### src/hw/rtl/smpq_pkg.sv
// Shared constants and types for the sorted min-first priority queue.
// No dependencies; every other file of the block imports this package.
`default_nettype none

package smpq_pkg;

  localparam int CAPACITY   = 16;
  localparam int TAG_WIDTH  = 16;
  localparam int KEY_WIDTH  = 24;
  localparam int CNT_WIDTH  = $clog2(CAPACITY + 1);
  localparam int PORT_TAG_W = 16;
  localparam int PORT_OCC_W = 5;

  localparam logic OP_PUSH = 1'b0;
  localparam logic OP_POP  = 1'b1;

  typedef struct packed {
    logic [KEY_WIDTH-1:0] key;
    logic [TAG_WIDTH-1:0] tag;
  } smpq_entry_t;

  // Broadcast from the controller to every cell of the row.
  typedef struct packed {
    logic        push_en;
    logic        pop_en;
    smpq_entry_t entry;
  } smpq_cmd_t;

endpackage

`default_nettype wire

### src/hw/rtl/smpq_cell.sv
// One slot of the sorted row: holds an entry, compares it with a pushed key
// and shifts toward its neighbors. Depends on smpq_pkg.
`default_nettype none

module smpq_cell
  import smpq_pkg::*;
(
  input  wire              clk,
  input  wire smpq_cmd_t   cmd,
  input  wire              occupied,
  input  wire              left_ge,
  input  wire smpq_entry_t left_entry,
  input  wire smpq_entry_t right_entry,
  output logic             ge,
  output smpq_entry_t      entry
);

  smpq_entry_t entry_r;
  smpq_entry_t entry_nxt;

  // An empty slot, or one whose key is not smaller, sits at or behind the insert point.
  assign ge    = !occupied || (entry_r.key >= cmd.entry.key);
  assign entry = entry_r;

  always_comb begin
    entry_nxt = entry_r;
    if (cmd.push_en && ge) begin
      // Take the left neighbor if it also moves back, else the new entry lands here.
      entry_nxt = left_ge ? left_entry : cmd.entry;
    end else if (cmd.pop_en) begin
      entry_nxt = right_entry;
    end
  end

  always_ff @(posedge clk) begin
    entry_r <= entry_nxt;
  end

endmodule

`default_nettype wire

### src/hw/rtl/sorted_min_priority_queue.sv
// Sorted min-first priority queue: a row of smpq_cell slots plus the
// fill counter and result register. Depends on smpq_pkg and smpq_cell.
//
// Usage:
//   Input channel (in_valid / in_stall) carries one command per transfer:
//   in_opcode 0 pushes (in_key_in, in_tag_in), 1 pops the smallest entry.
//   Every command yields exactly one result on the out_ channel
//   (out_valid / out_stall): the popped entry on a successful pop, zeros
//   otherwise, out_push_rejected on a push into a full queue, and the
//   occupancy after the command.
//   The result is registered at the edge that takes the command.
//   Throughput is one command per cycle while in_stall is low; all cells
//   compare against the pushed key in parallel and shift by one slot in
//   the same cycle.
//   While the result register is full and out_stall is high, in_stall is
//   raised and the queue holds its contents.
//   Reset (rst_n low, synchronous) empties the queue and the result
//   register; slot contents are left as they are and only read below the
//   fill count.
`default_nettype none

module sorted_min_priority_queue
  import smpq_pkg::*;
(
  input  wire                   clk,
  input  wire                   rst_n,
  input  wire                   in_valid,
  output logic                  in_stall,
  input  wire                   in_opcode,
  input  wire  [KEY_WIDTH-1:0]  in_key_in,
  input  wire  [PORT_TAG_W-1:0] in_tag_in,
  output logic                  out_valid,
  input  wire                   out_stall,
  output logic                  out_entry_valid,
  output logic [KEY_WIDTH-1:0]  out_entry_key,
  output logic [PORT_TAG_W-1:0] out_entry_tag,
  output logic                  out_push_rejected,
  output logic [PORT_OCC_W-1:0] out_occupancy
);

  logic                 accept;
  logic                 is_full;
  logic                 is_empty;
  smpq_cmd_t            cmd;
  smpq_entry_t          cell_entry [CAPACITY];
  logic [CAPACITY-1:0]  cell_ge;

  logic [CNT_WIDTH-1:0]  count_r,     count_nxt;
  logic                  out_valid_r, out_valid_nxt;
  logic                  res_valid_r, res_valid_nxt;
  logic [KEY_WIDTH-1:0]  res_key_r,   res_key_nxt;
  logic [TAG_WIDTH-1:0]  res_tag_r,   res_tag_nxt;
  logic                  res_rej_r,   res_rej_nxt;

  assign in_stall = out_valid_r && out_stall;
  assign accept   = in_valid && !in_stall;
  assign is_full  = (count_r == CNT_WIDTH'(CAPACITY));
  assign is_empty = (count_r == '0);

  assign cmd.push_en   = accept && (in_opcode == OP_PUSH) && !is_full;
  assign cmd.pop_en    = accept && (in_opcode == OP_POP) && !is_empty;
  assign cmd.entry.key = in_key_in;
  assign cmd.entry.tag = TAG_WIDTH'(in_tag_in);

  for (genvar i = 0; i < CAPACITY; i++) begin : g_cell
    logic        left_ge;
    smpq_entry_t left_entry;
    smpq_entry_t right_entry;

    if (i == 0) begin : g_head
      assign left_ge    = 1'b0;
      assign left_entry = cmd.entry;
    end else begin : g_body
      assign left_ge    = cell_ge[i-1];
      assign left_entry = cell_entry[i-1];
    end

    if (i == CAPACITY - 1) begin : g_tail
      assign right_entry = cell_entry[i];
    end else begin : g_link
      assign right_entry = cell_entry[i+1];
    end

    smpq_cell u_cell (
      .clk         (clk),
      .cmd         (cmd),
      .occupied    (count_r > CNT_WIDTH'(i)),
      .left_ge     (left_ge),
      .left_entry  (left_entry),
      .right_entry (right_entry),
      .ge          (cell_ge[i]),
      .entry       (cell_entry[i])
    );
  end

  always_comb begin
    count_nxt     = count_r;
    out_valid_nxt = out_valid_r;
    res_valid_nxt = res_valid_r;
    res_key_nxt   = res_key_r;
    res_tag_nxt   = res_tag_r;
    res_rej_nxt   = res_rej_r;
    if (out_valid_r && !out_stall) begin
      out_valid_nxt = 1'b0;
    end
    if (accept) begin
      out_valid_nxt = 1'b1;
      res_valid_nxt = cmd.pop_en;
      res_key_nxt   = cmd.pop_en ? cell_entry[0].key : '0;
      res_tag_nxt   = cmd.pop_en ? cell_entry[0].tag : '0;
      res_rej_nxt   = (in_opcode == OP_PUSH) && is_full;
      if (cmd.push_en) begin
        count_nxt = count_r + CNT_WIDTH'(1);
      end else if (cmd.pop_en) begin
        count_nxt = count_r - CNT_WIDTH'(1);
      end
    end
  end

  always_ff @(posedge clk) begin
    if (!rst_n) begin
      count_r     <= '0;
      out_valid_r <= 1'b0;
    end else begin
      count_r     <= count_nxt;
      out_valid_r <= out_valid_nxt;
    end
    res_valid_r <= res_valid_nxt;
    res_key_r   <= res_key_nxt;
    res_tag_r   <= res_tag_nxt;
    res_rej_r   <= res_rej_nxt;
  end

  // Occupancy reports after the command, so it follows the updated count.
  logic [CNT_WIDTH-1:0] occ_r;

  always_ff @(posedge clk) begin
    if (accept) begin
      occ_r <= count_nxt;
    end
  end

  assign out_valid         = out_valid_r;
  assign out_entry_valid   = res_valid_r;
  assign out_entry_key     = res_key_r;
  assign out_entry_tag     = PORT_TAG_W'(res_tag_r);
  assign out_push_rejected = res_rej_r;
  assign out_occupancy     = PORT_OCC_W'(occ_r);

endmodule

`default_nettype wire

### config.mk
export PLATFORM = sky130hd
export DESIGN_NAME = sorted_min_priority_queue
export DESIGN_NICKNAME = d
export VERILOG_FILES = /design/src/hw/rtl/smpq_pkg.sv /design/src/hw/rtl/smpq_cell.sv /design/src/hw/rtl/sorted_min_priority_queue.sv
export SDC_FILE = /design/constraint.sdc
export NUM_CORES = 2
export LEC_CHECK = 0
export BUFFER_PORTS_ARGS = -buffer_cell sky130_fd_sc_hd__buf_2
export CORE_MARGIN = 2
export CORE_UTILIZATION = 40
export DETAILED_ROUTE_END_ITERATION = 6
export PLACE_DENSITY = 0.65
export RECOVER_POWER = 25
export SETUP_SLACK_MARGIN = 0.02
export SYNTH_ARGS = -nofsm -noshare
export SYNTH_HDL_FRONTEND = slang
export SYNTH_HIERARCHICAL = 1
export SYNTH_SLANG_ARGS = --single-unit
### constraint.sdc
create_clock -name clk -period 5.7 [get_ports clk]
set_clock_uncertainty 0.15 [all_clocks]
set_input_delay 1.14 -clock clk [delete_from_list [all_inputs] [get_ports clk]]
set_output_delay 1.14 -clock clk [all_outputs]
set_load 0.03 [all_outputs]
* Yosys cells after proc, flatten, opt, wreduce, memory -nomap -nowiden
Cells that the tools add are included.
** Cells by class
- Add/subtract/negate cells :: 2
- Multipliers :: 0
- Divide/modulo/power cells :: 0
- Order comparisons :: 32
- Equality and inequality tests :: 1
- Shift-type cells :: 0
- Mux-type cells :: 50
- Bitwise operators :: 1
- Reductions and logical operators :: 77
** Operators with widths (count)
- $mux W40 :: 45
- $ge A24 B24 Y1 :: 16
- $gt A5 B4 Y1 const B :: 8
- $reduce_bool A2 Y1 :: 16
- $logic_and A1 B1 Y1 :: 24
- $gt A5 B3 Y1 const B :: 4
- $logic_not A1 Y1 :: 20
- $logic_or A1 B1 Y1 :: 16
- $mux W5 :: 3
- $gt A5 B1 Y1 const B :: 2
- $gt A5 B2 Y1 const B :: 2
- $add A5 B1 Y5 const B :: 1
- $eq A5 B5 Y1 const B :: 1
- $logic_not A5 Y1 :: 1
- $sub A5 B1 Y5 const B :: 1
- $mux W1 :: 2
- $not A1 Y1 :: 1
** Word-level totals
- Bits in registers :: 693
- Bits in latches :: 0
- Bits in writable memories :: 0
- Bits in read-only memories :: 0
- Output and inout port bits :: 49
- Logic and storage cells :: 202
- Memories :: 0

* Longest topological paths before layout
- Word-level depth :: 8
- Gate-level depth with buffers :: 14
- Gate-level depth less buffers :: 10

* Cells and area by module
Netlist, hierarchy kept.
** Modules (own cells, without submodules)
- smpq_cell :: times used 16, cells an instance 242, area an instance 2745.1 µm², seq. area each 1201.2 µm²
- sorted_min_priority_queue :: times used 1, cells an instance 182, area an instance 2341.0 µm², seq. area each 1531.5 µm²

* Least setup slack after synthesis
OpenSTA, ideal clock, no wires.
- Path kind :: input to register
- From :: input in_valid
- To :: register g_cell[0].u_cell.entry_r (netlist bit g_cell[0].u_cell/entry[0]), enable pin
- Arrival time :: 5.361 ns
- Required time :: 5.170 ns
- Path slack :: -0.190 ns
- Stages :: 7
- Buffers on the path :: 2
- Cells stage by stage :: a21boi_1 -> and3b_1 -> buf_2 -> inv_1 -> a31oi_4 -> buf_6 -> or2_2
** RTL lines
- start: declaration :: RTL line sorted_min_priority_queue.sv:27 : input wire in_valid,
- end signal: assignment :: RTL line smpq_cell.sv:36 : entry_r <= entry_nxt;
- end: declaration :: RTL line smpq_cell.sv:18 : smpq_entry_t entry_r;

* Worst setup path after layout
- From :: input in_key_in[19]
- To :: register g_cell[10].u_cell.entry_r (netlist bit g_cell[10].u_cell/entry[9]), enable pin
** On the way
- Cells in the longest elaborated chain, start to end :: 4
** Ends and longest elaborated chain
- start: declaration :: RTL line sorted_min_priority_queue.sv:30 : input wire [KEY_WIDTH-1:0] in_key_in,
- $ge A24 B24 Y1 :: RTL line smpq_cell.sv:22 : assign ge = !occupied || (entry_r.key >= cmd.entry.key);
- $logic_or A1 B1 Y1 :: RTL line smpq_cell.sv:22
- $logic_and A1 B1 Y1 :: RTL line smpq_cell.sv:27 : if (cmd.push_en && ge) begin
- $reduce_bool A2 Y1 (no source line)
- end signal: assignment :: RTL line smpq_cell.sv:36
- end: declaration :: RTL line smpq_cell.sv:18
No other way between the ends.
A chain may end at the register's enable or synchronous reset.

==> metrics.txt <==
run status finished, violations left; violated checks capacitance limit, slew limit; final critical-path share of the clock period 83.0%; reg-to-reg slack, setup 1.45 ns; total gr overflow 0; Max Freq 211 MHz; wire length after detailed routing 99700 um; port buffer count 93; Pwr per Cell Area 384 nW/um^2; TritonCTS clock tree yes; Synth Cell Area 46300 um^2; worst slew pin tran 2.76 ns; fillers 10600; Worst Hold Class reg2reg; largest net degree at the start of global routing 64; RSZ-0062 raised after global routing false; WP depth 10; reg2reg path depth 7; hold depth 1; Worst Path Buf+Inv 3; critical path's largest stage delay 0.82 ns; # clock sinks 693; Top Family by Delay on Critical Path buffers and inverters; Final nets 4561; DRT Pass-1 Iters 5; final setup TNS 0 ns; Die Y 344 um; initial antenna violation count 7; htree depth 3; worst-path cell chain clkbuf_1 -> inv_1 -> ha_1 -> nand4_1 -> nor4_1 -> a22oi_1 -> and4b_4 -> a31oi_1 -> or2_2 -> clkbuf_2; DRT iter0 DRCs 1879; via density per instance 5.17; Cells after Synth 4053; row count 124; worst skew pair latency 0.65 ns; Final Util 44.1%; Clock Tree Buf Depth 3; Avg WL per Cell 17.5 um; Cell Int Power 13200 uW; Worst path slowest cell clkbuf_2; worst setup path startpoint in_key_in[19]; Setup CP Type in2reg; Max Cap Viol 1; combinational fraction of design power 32.2%; placed cell area 48200 um^2; gr usage total 16.6%; Core ar. 115000 um^2; Clock power frac 25.9%; WP data required 5.80 ns; Slew headroom -84.2%; io pins 94; CTS resizes 0; Worst VDD drop 0.000235 V; CTS root buf clkbuf_16; Switch Pwr 6230 uW; first-pass GRT wire length 160000 um; RR Startpoint count_r[0]; fin area 50500 um^2; Synth Area per Inst 11.4 um^2; sequential share of power 42.0%; Detail Route Antenna Nets 0; crit path DAT 4.83 ns; switching portion of total power 32.1%; Horiz. Die Dim 344 um; Worst setup EP type flip-flop; Period minus WS final 4.73 ns; final hold viol count 0; hold wc startpoint g_cell[0].u_cell/entry[9]; DRC Markers 0; vias in the first global route 29700; cts hold-fix bufs 0; synth warn 6; share of layout cells above drive strength 1 26.6%; full die area 118000 um^2; Max Slew Vio Count 50; starting density of the core 40.4%; startpoint types input pin; CTS buffer count 81; Lkg Pwr 0.0201 uW; clock-pin slew on the worst setup and hold paths 0.06 ns; Vias 29500; # setup viols final 0; Placer Congestion 0.841; hpwl dp 77400 um; Post-CTS Setup Repair Bufs 0; syn nets 4488; Layout area overhead 9.24%; Max FO, Critical Path 40
[flip-flops by register name, indices dropped and copies added (netlist names)]
register / count
out_entry_key: 24
out_push_rejected: 1
count_r: 5
out_valid: 1
out_occupancy: 5
out_entry_tag: 16
g_cell.u_cell/entry: 640
out_entry_valid: 1
[area by class of cell]
type	instances	area (um^2)	area share, %
sequential	693	20700	41.1
multi-input combinational	2768	22700	45.0
clock buffer	104	2160	4.27
antenna	3	7.51	0.0149
tap	1512	1890	3.74
timing repair buffer	175	1100	2.18
inverter	407	1530	3.02
clock inverter	43	362	0.716
[layout by cell type, fill, tap and decap left out, drive strengths merged, types with 2 or more instances in the layout]
master  instances
o221ai         17
nand2         491
inv           409
o21a            2
a211o          16
and4b          16
nor3            4
nor2b          18
diode           3
or4b            2
or3            16
or2            16
clkbuf        159
bufinv          5
ha            390
o21ai         443
dfxtp           6
nand4          32
a21oi         147
nor4           16
nor2           57
mux2i           2
nand3          33
and2           41
buf           120
a211oi          3
nand2b         34
a31oi          32
xnor2           2
clkinv         36
a22oi          18
edfxtp        687
mux2          912
[final timing paths]
| check | end |
|---|---|
| worst max-delay path | g_cell[10].u_cell/entry[9] |
| worst min-delay path | out_entry_tag[9] |
| worst max register to register | g_cell[15].u_cell/entry[8] |
| worst min register to register | out_entry_tag[9] |
[routing by layer]
metal	wire length, um	GRT usage (%)
met5	34	0
met4	2210	4.95
met3	3800	2.01
met2	45100	27.1
met1	48500	23.1
[worst reg2reg max path: stages (launching register included)]
cell and delay (ns):
dfxtp_1 0.58, inv_1 0.15, ha_1 0.27, or4b_1 0.39
nand3_1 0.17, inv_1 1.02, or2_0 0.81, buf_4 0.40
[through the flow]
| stage | hold slack [ns] | worst slack, ns | instances | power (uW) |
|---|---|---|---|---|
| floorplan | 0.368 | 0.850 | 4053 | 12800 |
| global placement | 0.380 | 0.927 | 5555 | 14300 |
| detailed placement | 0.391 | 0.861 | 5555 | 14500 |
| CTS | 0.403 | 1.53 | 5702 | 19600 |
| global route | 0.421 | 0.745 | 5704 | 20600 |
| finish | 0.398 | 0.971 | 5705 | 19400 |
[power groups by stage]
stage | Combinational, uW | Sequential [uW] | Clock (uW)
floorplan | 4860 | 7930 | 0
global placement | 6110 | 8190 | 0
detailed placement | 6300 | 8230 | 0
CTS | 6330 | 8130 | 5160
global route | 7020 | 8290 | 5340
finish | 6240 | 8140 | 5020
Power figures use the tool's default switching activity.
